[src/hdl/afi_pkg.sv]
`default_nettype none

package afi_pkg;

  // filter order and table sizes
  localparam int FILTER_ORDER = 10;
  localparam int NUM_COEF     = FILTER_ORDER + 1;
  localparam int TERM_W       = $clog2(NUM_COEF);
  localparam int HIST_IDX_W   = (FILTER_ORDER > 1) ? $clog2(FILTER_ORDER) : 1;

  // field widths
  localparam int IDX_W  = 4;
  localparam int COEF_W = 40;   // Q8.32
  localparam int SAMP_W = 24;   // Q1.23
  localparam int OPND_W = 32;   // Q8.24
  localparam int OUT_W  = 32;   // Q8.24

  // digit-serial multiplier: operand consumed one digit per cycle, MSB first
  localparam int DIGIT_W    = 8;
  localparam int NUM_DIGITS = OPND_W / DIGIT_W;
  localparam int DCNT_W     = (NUM_DIGITS > 1) ? $clog2(NUM_DIGITS) : 1;
  localparam int PPROD_W    = COEF_W + DIGIT_W + 1;
  localparam int PROD_W     = COEF_W + OPND_W;            // Q16.56
  localparam int ACC_W      = PROD_W + $clog2(NUM_COEF);

  // rounding to Q8.24: drop 32 fraction bits
  localparam int RND_SHIFT = 32;
  localparam int RES_W     = ACC_W - RND_SHIFT;

  // stream packing
  localparam int IN_TDATA_W  = ((IDX_W + COEF_W + SAMP_W + 7) / 8) * 8;
  localparam int OUT_TDATA_W = ((OUT_W + 7) / 8) * 8;

  // operation codes carried on tuser
  localparam logic OP_FILTER = 1'b0;
  localparam logic OP_WRITE  = 1'b1;

  typedef enum logic [2:0] {
    ST_IDLE,
    ST_LOAD,
    ST_MUL,
    ST_ACC,
    ST_DONE
  } state_t;

  // controls from the sequencer to the multiply-accumulate unit
  typedef struct packed {
    logic clear;   // zero the accumulator
    logic load;    // take a new coefficient and operand, zero the partial product
    logic step;    // consume one operand digit
    logic accum;   // add the finished product into the accumulator
  } mac_ctl_t;

endpackage

`default_nettype wire

[src/hdl/afi_mac.sv]
`default_nettype none

module afi_mac (
  input  wire                                    clk,
  input  wire afi_pkg::mac_ctl_t                 ctl,
  input  wire logic signed [afi_pkg::COEF_W-1:0] coef,
  input  wire logic        [afi_pkg::OPND_W-1:0] operand,
  output logic signed      [afi_pkg::ACC_W-1:0]  acc
);

  logic signed [afi_pkg::COEF_W-1:0]  coef_q;
  logic        [afi_pkg::OPND_W-1:0]  opnd_q;
  logic                               top_q;
  logic signed [afi_pkg::PROD_W-1:0]  prod;
  logic signed [afi_pkg::DIGIT_W:0]   digit;
  logic signed [afi_pkg::PPROD_W-1:0] pprod;
  logic signed [afi_pkg::PROD_W-1:0]  prod_next;

  // top digit is signed, lower digits are unsigned
  assign digit = top_q ? {opnd_q[afi_pkg::OPND_W-1], opnd_q[afi_pkg::OPND_W-1 -: afi_pkg::DIGIT_W]}
                       : {1'b0, opnd_q[afi_pkg::OPND_W-1 -: afi_pkg::DIGIT_W]};

  // one narrow partial product per cycle
  assign pprod = coef_q * digit;

  // Horner step: shift the running product up one digit and add
  assign prod_next = (prod <<< afi_pkg::DIGIT_W) + afi_pkg::PROD_W'(pprod);

  // operand shift register and partial product
  always_ff @(posedge clk) begin
    if (ctl.load) begin
      coef_q <= coef;
      opnd_q <= operand;
      top_q  <= 1'b1;
      prod   <= '0;
    end else if (ctl.step) begin
      opnd_q <= opnd_q << afi_pkg::DIGIT_W;
      top_q  <= 1'b0;
      prod   <= prod_next;
    end
  end

  // accumulator over all terms
  always_ff @(posedge clk) begin
    if (ctl.clear) begin
      acc <= '0;
    end else if (ctl.accum) begin
      acc <= acc + afi_pkg::ACC_W'(prod);
    end
  end

endmodule

`default_nettype wire

[src/hdl/afi_sat.sv]
`default_nettype none

module afi_sat (
  input  wire logic signed [afi_pkg::ACC_W-1:0] acc,
  output logic             [afi_pkg::OUT_W-1:0] sample_out,
  output logic                                  clipped
);

  logic signed [afi_pkg::ACC_W-1:0] rsum;
  logic signed [afi_pkg::RES_W-1:0] res;
  logic                             sgn;

  // add one half LSB of Q8.24, then floor
  assign rsum = acc + (afi_pkg::ACC_W'(1) << (afi_pkg::RND_SHIFT - 1));
  assign res  = rsum[afi_pkg::ACC_W-1:afi_pkg::RND_SHIFT];
  assign sgn  = res[afi_pkg::RES_W-1];

  // in range when all bits above the output sign match it
  always_comb begin
    if (res[afi_pkg::RES_W-1:afi_pkg::OUT_W-1] == {(afi_pkg::RES_W - afi_pkg::OUT_W + 1){sgn}})
    begin
      sample_out = res[afi_pkg::OUT_W-1:0];
      clipped    = 1'b0;
    end else begin
      sample_out = {sgn, {(afi_pkg::OUT_W - 1){~sgn}}};
      clipped    = 1'b1;
    end
  end

endmodule

`default_nettype wire

[src/hdl/all_pole_formant_iir_filter_top.sv]
// Channel   Dir  Fields (tdata / tuser, lowest bit first)
// s_*       in   tdata: coef_index[3:0], coef_value[43:4], sample_in[67:44], zero pad
//                tuser: operation (0 filter sample, 1 write coefficient)
// m_*       out  tdata: sample_out[31:0]; tuser: clipped
//
// A filter transfer is accepted in the idle state: then each of the eleven terms loads,
// runs NUM_DIGITS digit steps through the one shared 40x9 multiplier and adds into the
// accumulator, then the final state hands the result to m_*; s_tready stays low throughout.
// A coefficient write is taken in the idle state and leaves the sequencer there.
// rst clears the coefficient table and the history.
// Input is taken again while a finished result waits on m_*; a second result
// holds in the final state until the output register is free.
`default_nettype none

module all_pole_formant_iir_filter_top (
  input  wire                                  clk,
  input  wire                                  rst,
  input  wire                                  s_tvalid,
  output logic                                 s_tready,
  input  wire  [afi_pkg::IN_TDATA_W-1:0]       s_tdata,   // coef_index, coef_value, sample_in
  input  wire                                  s_tuser,   // operation
  output logic                                 m_tvalid,
  input  wire                                  m_tready,
  output logic [afi_pkg::OUT_TDATA_W-1:0]      m_tdata,   // sample_out
  output logic                                 m_tuser    // clipped
);

  localparam int CV_LO = afi_pkg::IDX_W;
  localparam int SI_LO = afi_pkg::IDX_W + afi_pkg::COEF_W;
  localparam int XPAD  = afi_pkg::OPND_W - afi_pkg::SAMP_W - 1;

  afi_pkg::state_t   state, state_next;
  afi_pkg::mac_ctl_t ctl;

  logic [afi_pkg::TERM_W-1:0] term;
  logic [afi_pkg::DCNT_W-1:0] dcnt;
  logic [afi_pkg::OPND_W-1:0] x_q;

  logic signed [afi_pkg::COEF_W-1:0] coef_tab [afi_pkg::NUM_COEF];
  logic        [afi_pkg::OUT_W-1:0]  hist     [afi_pkg::FILTER_ORDER];

  logic [afi_pkg::IDX_W-1:0]         in_idx;
  logic signed [afi_pkg::COEF_W-1:0] in_coef;
  logic [afi_pkg::SAMP_W-1:0]        in_samp;
  logic                              in_xfer;
  logic                              out_free;
  logic                              deliver;

  logic [afi_pkg::OPND_W-1:0]        operand;
  logic signed [afi_pkg::ACC_W-1:0]  acc;
  logic [afi_pkg::OUT_W-1:0]         sat_out;
  logic                              sat_clip;

  assign in_idx   = s_tdata[afi_pkg::IDX_W-1:0];
  assign in_coef  = s_tdata[SI_LO-1:CV_LO];
  assign in_samp  = s_tdata[SI_LO + afi_pkg::SAMP_W - 1:SI_LO];
  assign s_tready = (state == afi_pkg::ST_IDLE);
  assign in_xfer  = s_tvalid && s_tready;
  assign out_free = !m_tvalid || m_tready;
  assign deliver  = (state == afi_pkg::ST_DONE) && out_free;

  // operand for the current term: the widened sample, then the history
  assign operand = (term == '0) ? x_q
                 : afi_pkg::OPND_W'(hist[afi_pkg::HIST_IDX_W'(term - 1'b1)]);

  afi_mac u_mac (
    .clk     (clk),
    .ctl     (ctl),
    .coef    (coef_tab[term]),
    .operand (operand),
    .acc     (acc)
  );

  afi_sat u_sat (
    .acc        (acc),
    .sample_out (sat_out),
    .clipped    (sat_clip)
  );

  // sequencer state
  always_ff @(posedge clk) begin
    if (rst) begin
      state <= afi_pkg::ST_IDLE;
    end else begin
      state <= state_next;
    end
  end

  // next state and unit controls
  always_comb begin
    state_next = state;
    ctl        = '0;
    unique case (state)
      afi_pkg::ST_IDLE: begin
        if (in_xfer && (s_tuser == afi_pkg::OP_FILTER)) begin
          ctl.clear  = 1'b1;
          state_next = afi_pkg::ST_LOAD;
        end
      end
      afi_pkg::ST_LOAD: begin
        ctl.load   = 1'b1;
        state_next = afi_pkg::ST_MUL;
      end
      afi_pkg::ST_MUL: begin
        ctl.step = 1'b1;
        if (dcnt == afi_pkg::DCNT_W'(afi_pkg::NUM_DIGITS - 1)) begin
          state_next = afi_pkg::ST_ACC;
        end
      end
      afi_pkg::ST_ACC: begin
        ctl.accum = 1'b1;
        if (term == afi_pkg::TERM_W'(afi_pkg::FILTER_ORDER)) begin
          state_next = afi_pkg::ST_DONE;
        end else begin
          state_next = afi_pkg::ST_LOAD;
        end
      end
      afi_pkg::ST_DONE: begin
        if (out_free) begin
          state_next = afi_pkg::ST_IDLE;
        end
      end
      default: begin
        state_next = afi_pkg::ST_IDLE;
      end
    endcase
  end

  // term and digit counters
  always_ff @(posedge clk) begin
    if (rst) begin
      term <= '0;
      dcnt <= '0;
    end else begin
      if (in_xfer) begin
        term <= '0;
      end else if ((state == afi_pkg::ST_ACC)
                   && (term != afi_pkg::TERM_W'(afi_pkg::FILTER_ORDER))) begin
        term <= term + 1'b1;
      end
      if (state == afi_pkg::ST_LOAD) begin
        dcnt <= '0;
      end else if (state == afi_pkg::ST_MUL) begin
        dcnt <= dcnt + 1'b1;
      end
    end
  end

  // Q1.23 -> Q8.24: sign extend and shift left by one
  always_ff @(posedge clk) begin
    if (in_xfer) begin
      x_q <= {{XPAD{in_samp[afi_pkg::SAMP_W-1]}}, in_samp, 1'b0};
    end
  end

  // coefficient table; writes beyond the order are dropped
  always_ff @(posedge clk) begin
    if (rst) begin
      for (int i = 0; i < afi_pkg::NUM_COEF; i++) begin
        coef_tab[i] <= '0;
      end
    end else if (in_xfer && (s_tuser == afi_pkg::OP_WRITE)
                 && (int'(in_idx) <= afi_pkg::FILTER_ORDER)) begin
      coef_tab[afi_pkg::TERM_W'(in_idx)] <= in_coef;
    end
  end

  // output history: saturated result shifts in at delivery
  always_ff @(posedge clk) begin
    if (rst) begin
      for (int i = 0; i < afi_pkg::FILTER_ORDER; i++) begin
        hist[i] <= '0;
      end
    end else if (deliver) begin
      for (int i = afi_pkg::FILTER_ORDER - 1; i > 0; i--) begin
        hist[i] <= hist[i - 1];
      end
      hist[0] <= sat_out;
    end
  end

  // output register
  always_ff @(posedge clk) begin
    if (rst) begin
      m_tvalid <= 1'b0;
    end else if (deliver) begin
      m_tvalid <= 1'b1;
    end else if (m_tready) begin
      m_tvalid <= 1'b0;
    end
  end

  always_ff @(posedge clk) begin
    if (deliver) begin
      m_tdata <= afi_pkg::OUT_TDATA_W'(sat_out);
      m_tuser <= sat_clip;
    end
  end

endmodule

`default_nettype wire
[config.mk]
export PLATFORM = sky130hd
export DESIGN_NAME = all_pole_formant_iir_filter_top
export DESIGN_NICKNAME = d
export VERILOG_FILES = /design/src/hdl/afi_pkg.sv /design/src/hdl/afi_mac.sv /design/src/hdl/afi_sat.sv /design/src/hdl/all_pole_formant_iir_filter_top.sv
export SDC_FILE = /design/constraint.sdc
export NUM_CORES = 2
export LEC_CHECK = 0
export BUFFER_PORTS_ARGS = -buffer_cell sky130_fd_sc_hd__buf_2
export CELL_PAD_IN_SITES_DETAIL_PLACEMENT = 0
export CELL_PAD_IN_SITES_GLOBAL_PLACEMENT = 1
export CORE_UTILIZATION = 40
export CTS_BUF_LIST = sky130_fd_sc_hd__clkbuf_16
export DETAILED_ROUTE_END_ITERATION = 7
export PLACE_DENSITY = 0.62
export REMOVE_ABC_BUFFERS = 1
export SLEW_MARGIN = 5
export SYNTH_ARGS = -nofsm -noshare
export SYNTH_HDL_FRONTEND = slang
export SYNTH_SLANG_ARGS = --single-unit
[constraint.sdc]
create_clock -name clk -period 31.6 [get_ports clk]
set_clock_uncertainty 0.1 [all_clocks]
set_input_delay 6.32 -clock clk [delete_from_list [all_inputs] [get_ports clk]]
set_output_delay 6.32 -clock clk [all_outputs]
set_load 0.02 [all_outputs]
==> flow_metrics.tcl <==
set metrics [dict create \
    syn-cell-area_um2 72100 \
    synth-edff-count 1049 \
    clock_tree_from_tritoncts "done" \
    clk_path_buf_depth 3 \
    timing_hold_violations_final 0 \
    maxCapViolations 0 \
    num_io_pins 112 \
    worst_r2r_endpoint "u_mac.prod[71]" \
    postSynthRegisterBits 1248 \
    via_count_normalized_by_instance_count 5.25 \
    slew-limit-headroom_pct 27.2 \
    antenna_violations_before_repair 9 \
    ys_seq_area_share_pct 49.2 \
    finalWirelength_um 187000 \
    slew_at_the_pin_closest_to_its_max_slew_limit_ns 1.09 \
    cts_made_buffers 143 \
    finalWorstSetupSlack_ns 22.38 \
    initial_core_util_pct 40.3 \
    area.sequential_um2 35500 \
    met1_length_um 85500 \
    die-area_um2 182000 \
    insertion_delay_ns 0.82 \
    floorplan.rows 155 \
    top_layer "met4" \
    cts.repair_timing.setup_buffer_count 0 \
    standard_cell_with_the_maximum_stage_delay_on_the_critical_path "or2_2" \
    critPathMaxFanout 41 \
    cts_hold_repair.buffers 0 \
    rsz0062_at_grt "false" \
    period_minus_slack_ns 9.22 \
    synth.mux.area_fraction_pct 8.82 \
    worstHoldPathCells 2 \
    gp_congestion 0.858 \
    io_buffers 107 \
    synth_xor_xnor_area_share_pct 1.92 \
    max_freq_ghz 0.108 \
    detailedRoute.firstIterationViolations 3190 \
    yosys_most_used_dff "edfxtp_1" \
    grt-ovfl-total 0 \
    routed-wl-met3_um 7980 \
    antenna_violating_nets_left 0 \
    multi_input_area_um2 33900 \
    dieWidth_um 426 \
    end_kind "flip-flop" \
    holdCritPathClass "reg -> reg" \
    run_status "completed" \
    syn-instance-count 6158 \
    synth.distinct_cells 75 \
    timing.hold.worst_endpoint "u_mac.top_q" \
    placeableCoreArea_um2 179000 \
    cpPeakStageDelay_ns 0.60 \
    worstPathArrival_ns 9.56 \
    detailedPlacementHpwl_um 124000 \
    grt_first_pass_wirelength_um 287000 \
    timing.critical_path.max_delay_family "simple AND/OR/NAND/NOR gates" \
    detailedRoute.firstPassIterationCount 6 \
    synth_top_family_by_area "adder cells" \
    synth-adder-area-share_pct 14.4 \
    route.detailed.wl_per_inst_um 21.3 \
    share_of_final_layout_standard_cells_stronger_than_drive_strength_1_pct 10.6 \
    via_count_of_the_first_global_routing_pass 47000 \
    final-setup-viol-count 0 \
    pre_cts_ws_ns 21.61 \
    timing.setup.critical_path_class "in -> reg" \
    required_ns 31.94 \
    detailroute.via_count 46100 \
    reg2reg_slack_ns 23.64 \
    yosysWarningCount 0 \
    worst-r2r-cell-count 24 \
    gr_util_all_layers_pct 20.8 \
    crit_path_cell_trace "buf_2, nand2_1, buf_4, inv_1, nand2_1, nor4_1, and3_2, buf_4, or2_2, buf_4" \
    cts.clk_slew.worst_paths_ns 0.06 \
    async_reset_ff_share_pct 0 \
    synth-compound-area-share_pct 7.39 \
    setup_total_negative_slack_ns 0 \
    cts_num_sinks 1248 \
    maxSlewViolCount 0 \
    post_synth_and_or_nand_nor_area_fraction_pct 13.2 \
    grt_start_max_net_pins 175 \
    h_tree_levels 4 \
    clock-root-buffer "clkbuf_16" \
    cp.buffers_inverters 5 \
    crit_path_frequent_cell "buf_4" \
    area_growth_pct 11.0 \
    met2RoutedLength_um 89300 \
    reg2reg_from "u_mac.opnd_q[31]" \
    mean_cell_area_of_the_mapped_netlist_um2 11.7 \
    post_cts_resized 0 \
    start_kind "input pin" \
    hold_path.startpoint "u_mac.top_q" \
    route.detailed.drc 0 \
    min_period_over_period_pct 29.2 \
    final.fill_count 16600 \
    nNetsFinal 6994 \
    floorplan.die.height_um 426 \
]
## worst max-delay path by stage
stage,end,cells past startpoint,start
2_1_floorplan,u_mac.opnd_q[10],7,term[0]
3_3_place_gp,coef_tab[3][7],10,s_tvalid
3_5_place_dp,coef_tab[3][38],10,s_tvalid
4_1_cts,coef_tab[3][19],10,s_tvalid
5_1_grt,coef_tab[3][19],10,s_tvalid
6_report,coef_tab[3][34],10,s_tvalid
## cell type report
class,count,share of cell area [%]
flip-flops and latches,1248,44.4
multi-input cells,4160,42.3
clock buffers,145,4.54
well taps,2355,3.68
inverters,588,2.76
repair buffers,172,1.33
clock inverters,111,0.988
diodes,2,0.00626
## synthesized netlist by cell type, types with 13 or more instances
library cell  instances  area [um2]
nor2_1              619        2320
fa_1                377        7550
clkbuf_1            315        1180
a21oi_1             339        1700
a31oi_1              23         144
edfxtp_1           1049       31500
nand3_1              66         330
nor3_1               39         195
a211oi_1             72         541
mux4_2              264        5950
inv_1               587        2200
dfxtp_1             199        3980
o21bai_1             39         293
mux2i_1              40         400
a21o_1               66         495
or3_1                15        93.8
xnor2_1              90         788
o31ai_1              13        97.6
nor2b_1              44         275
xor2_1               68         596
nand2b_1             25         156
o21a_1               18         135
ha_1                227        2840
and2_1              482        3020
buf_1                38         143
nand4_1              65         407
and3_1               29         181
nand2_1             573        2150
o21ai_0             216        1080
## per-layer routing
| layer | vias to the layer above | global-route usage (%) |
|---|---|---|
| met5 | - | 0 |
| met2 | 989 | 34.3 |
| met1 | 23400 | 28.9 |
| met3 | 217 | 2.56 |
| met4 | 0 | 5.55 |
| li1 | 21500 | - |
## kinds of logic (layout without fill, tap and decap cells)
kind of cell,after synthesis,after routing
adders and majority gates,604,604
AOI/OAI and AO/OA,885,885
DFF,1248,1248
muxes,305,305
and+or+nand+nor,2008,2008
buffers and inverters,949,1016
xor gates and xnor gates,158,158
other,1,202
## registers in the layout (all words and copies together) (netlist names)
name          cells
coef_tab        640
dcnt              2
hist            320
m_tdata          32
m_tuser           1
m_tvalid          1
state             3
term              4
u_mac.acc        76
u_mac.coef_q     40
u_mac.opnd_q     32
u_mac.prod       72
u_mac.top_q       1
x_q              24
## stage by stage
stage	hold slack [ns]	instance area, um2	instances	util [%]
after floorplan	0.323	71400	5996	-
after global routing	0.375	80000	8781	44.8
after CTS	0.346	80000	8779	44.8
final	0.347	80000	8781	44.8
after global placement	0.330	75600	8523	42.3
after detailed placement	0.338	75600	8523	42.3
## worst register-to-register path, cell delays in order, from the launching register on
cell      delay, ns
edfxtp_1       0.33
buf_4          0.44
nand2_1        0.12
buf_4          0.22
buf_4          0.28
or2_2          0.40
fa_1           0.45
fa_1           0.49
inv_1          0.05
fa_1           0.38
fa_1           0.51
inv_1          0.05
fa_1           0.47
inv_1          0.04
ha_1           0.36
a21o_1         0.22
a221oi_1       0.20
a2111o_1       0.45
a21oi_1        0.50
o211ai_1       0.31
a31oi_1        0.62
a21oi_1        0.26
o21ai_0        0.26
xnor2_1        0.21
a21oi_1        0.11
## layout by cell type, fill, tap and decap left out, drive strengths merged, types with 145 or more instances in the layout
| cell | n |
|---|---|
| edfxtp | 1049 |
| inv | 638 |
| nor2 | 619 |
| nand2 | 573 |
| and2 | 482 |
| fa | 377 |
| a21oi | 342 |
| mux4 | 264 |
| ha | 227 |
| o21ai | 218 |
| conb | 200 |
| dfxtp | 199 |
| buf | 172 |
| clkbuf | 145 |
Power is left out: the tool's default activity adds up to more than one toggle a clock period on the data nets, which glitch-free logic cannot reach.
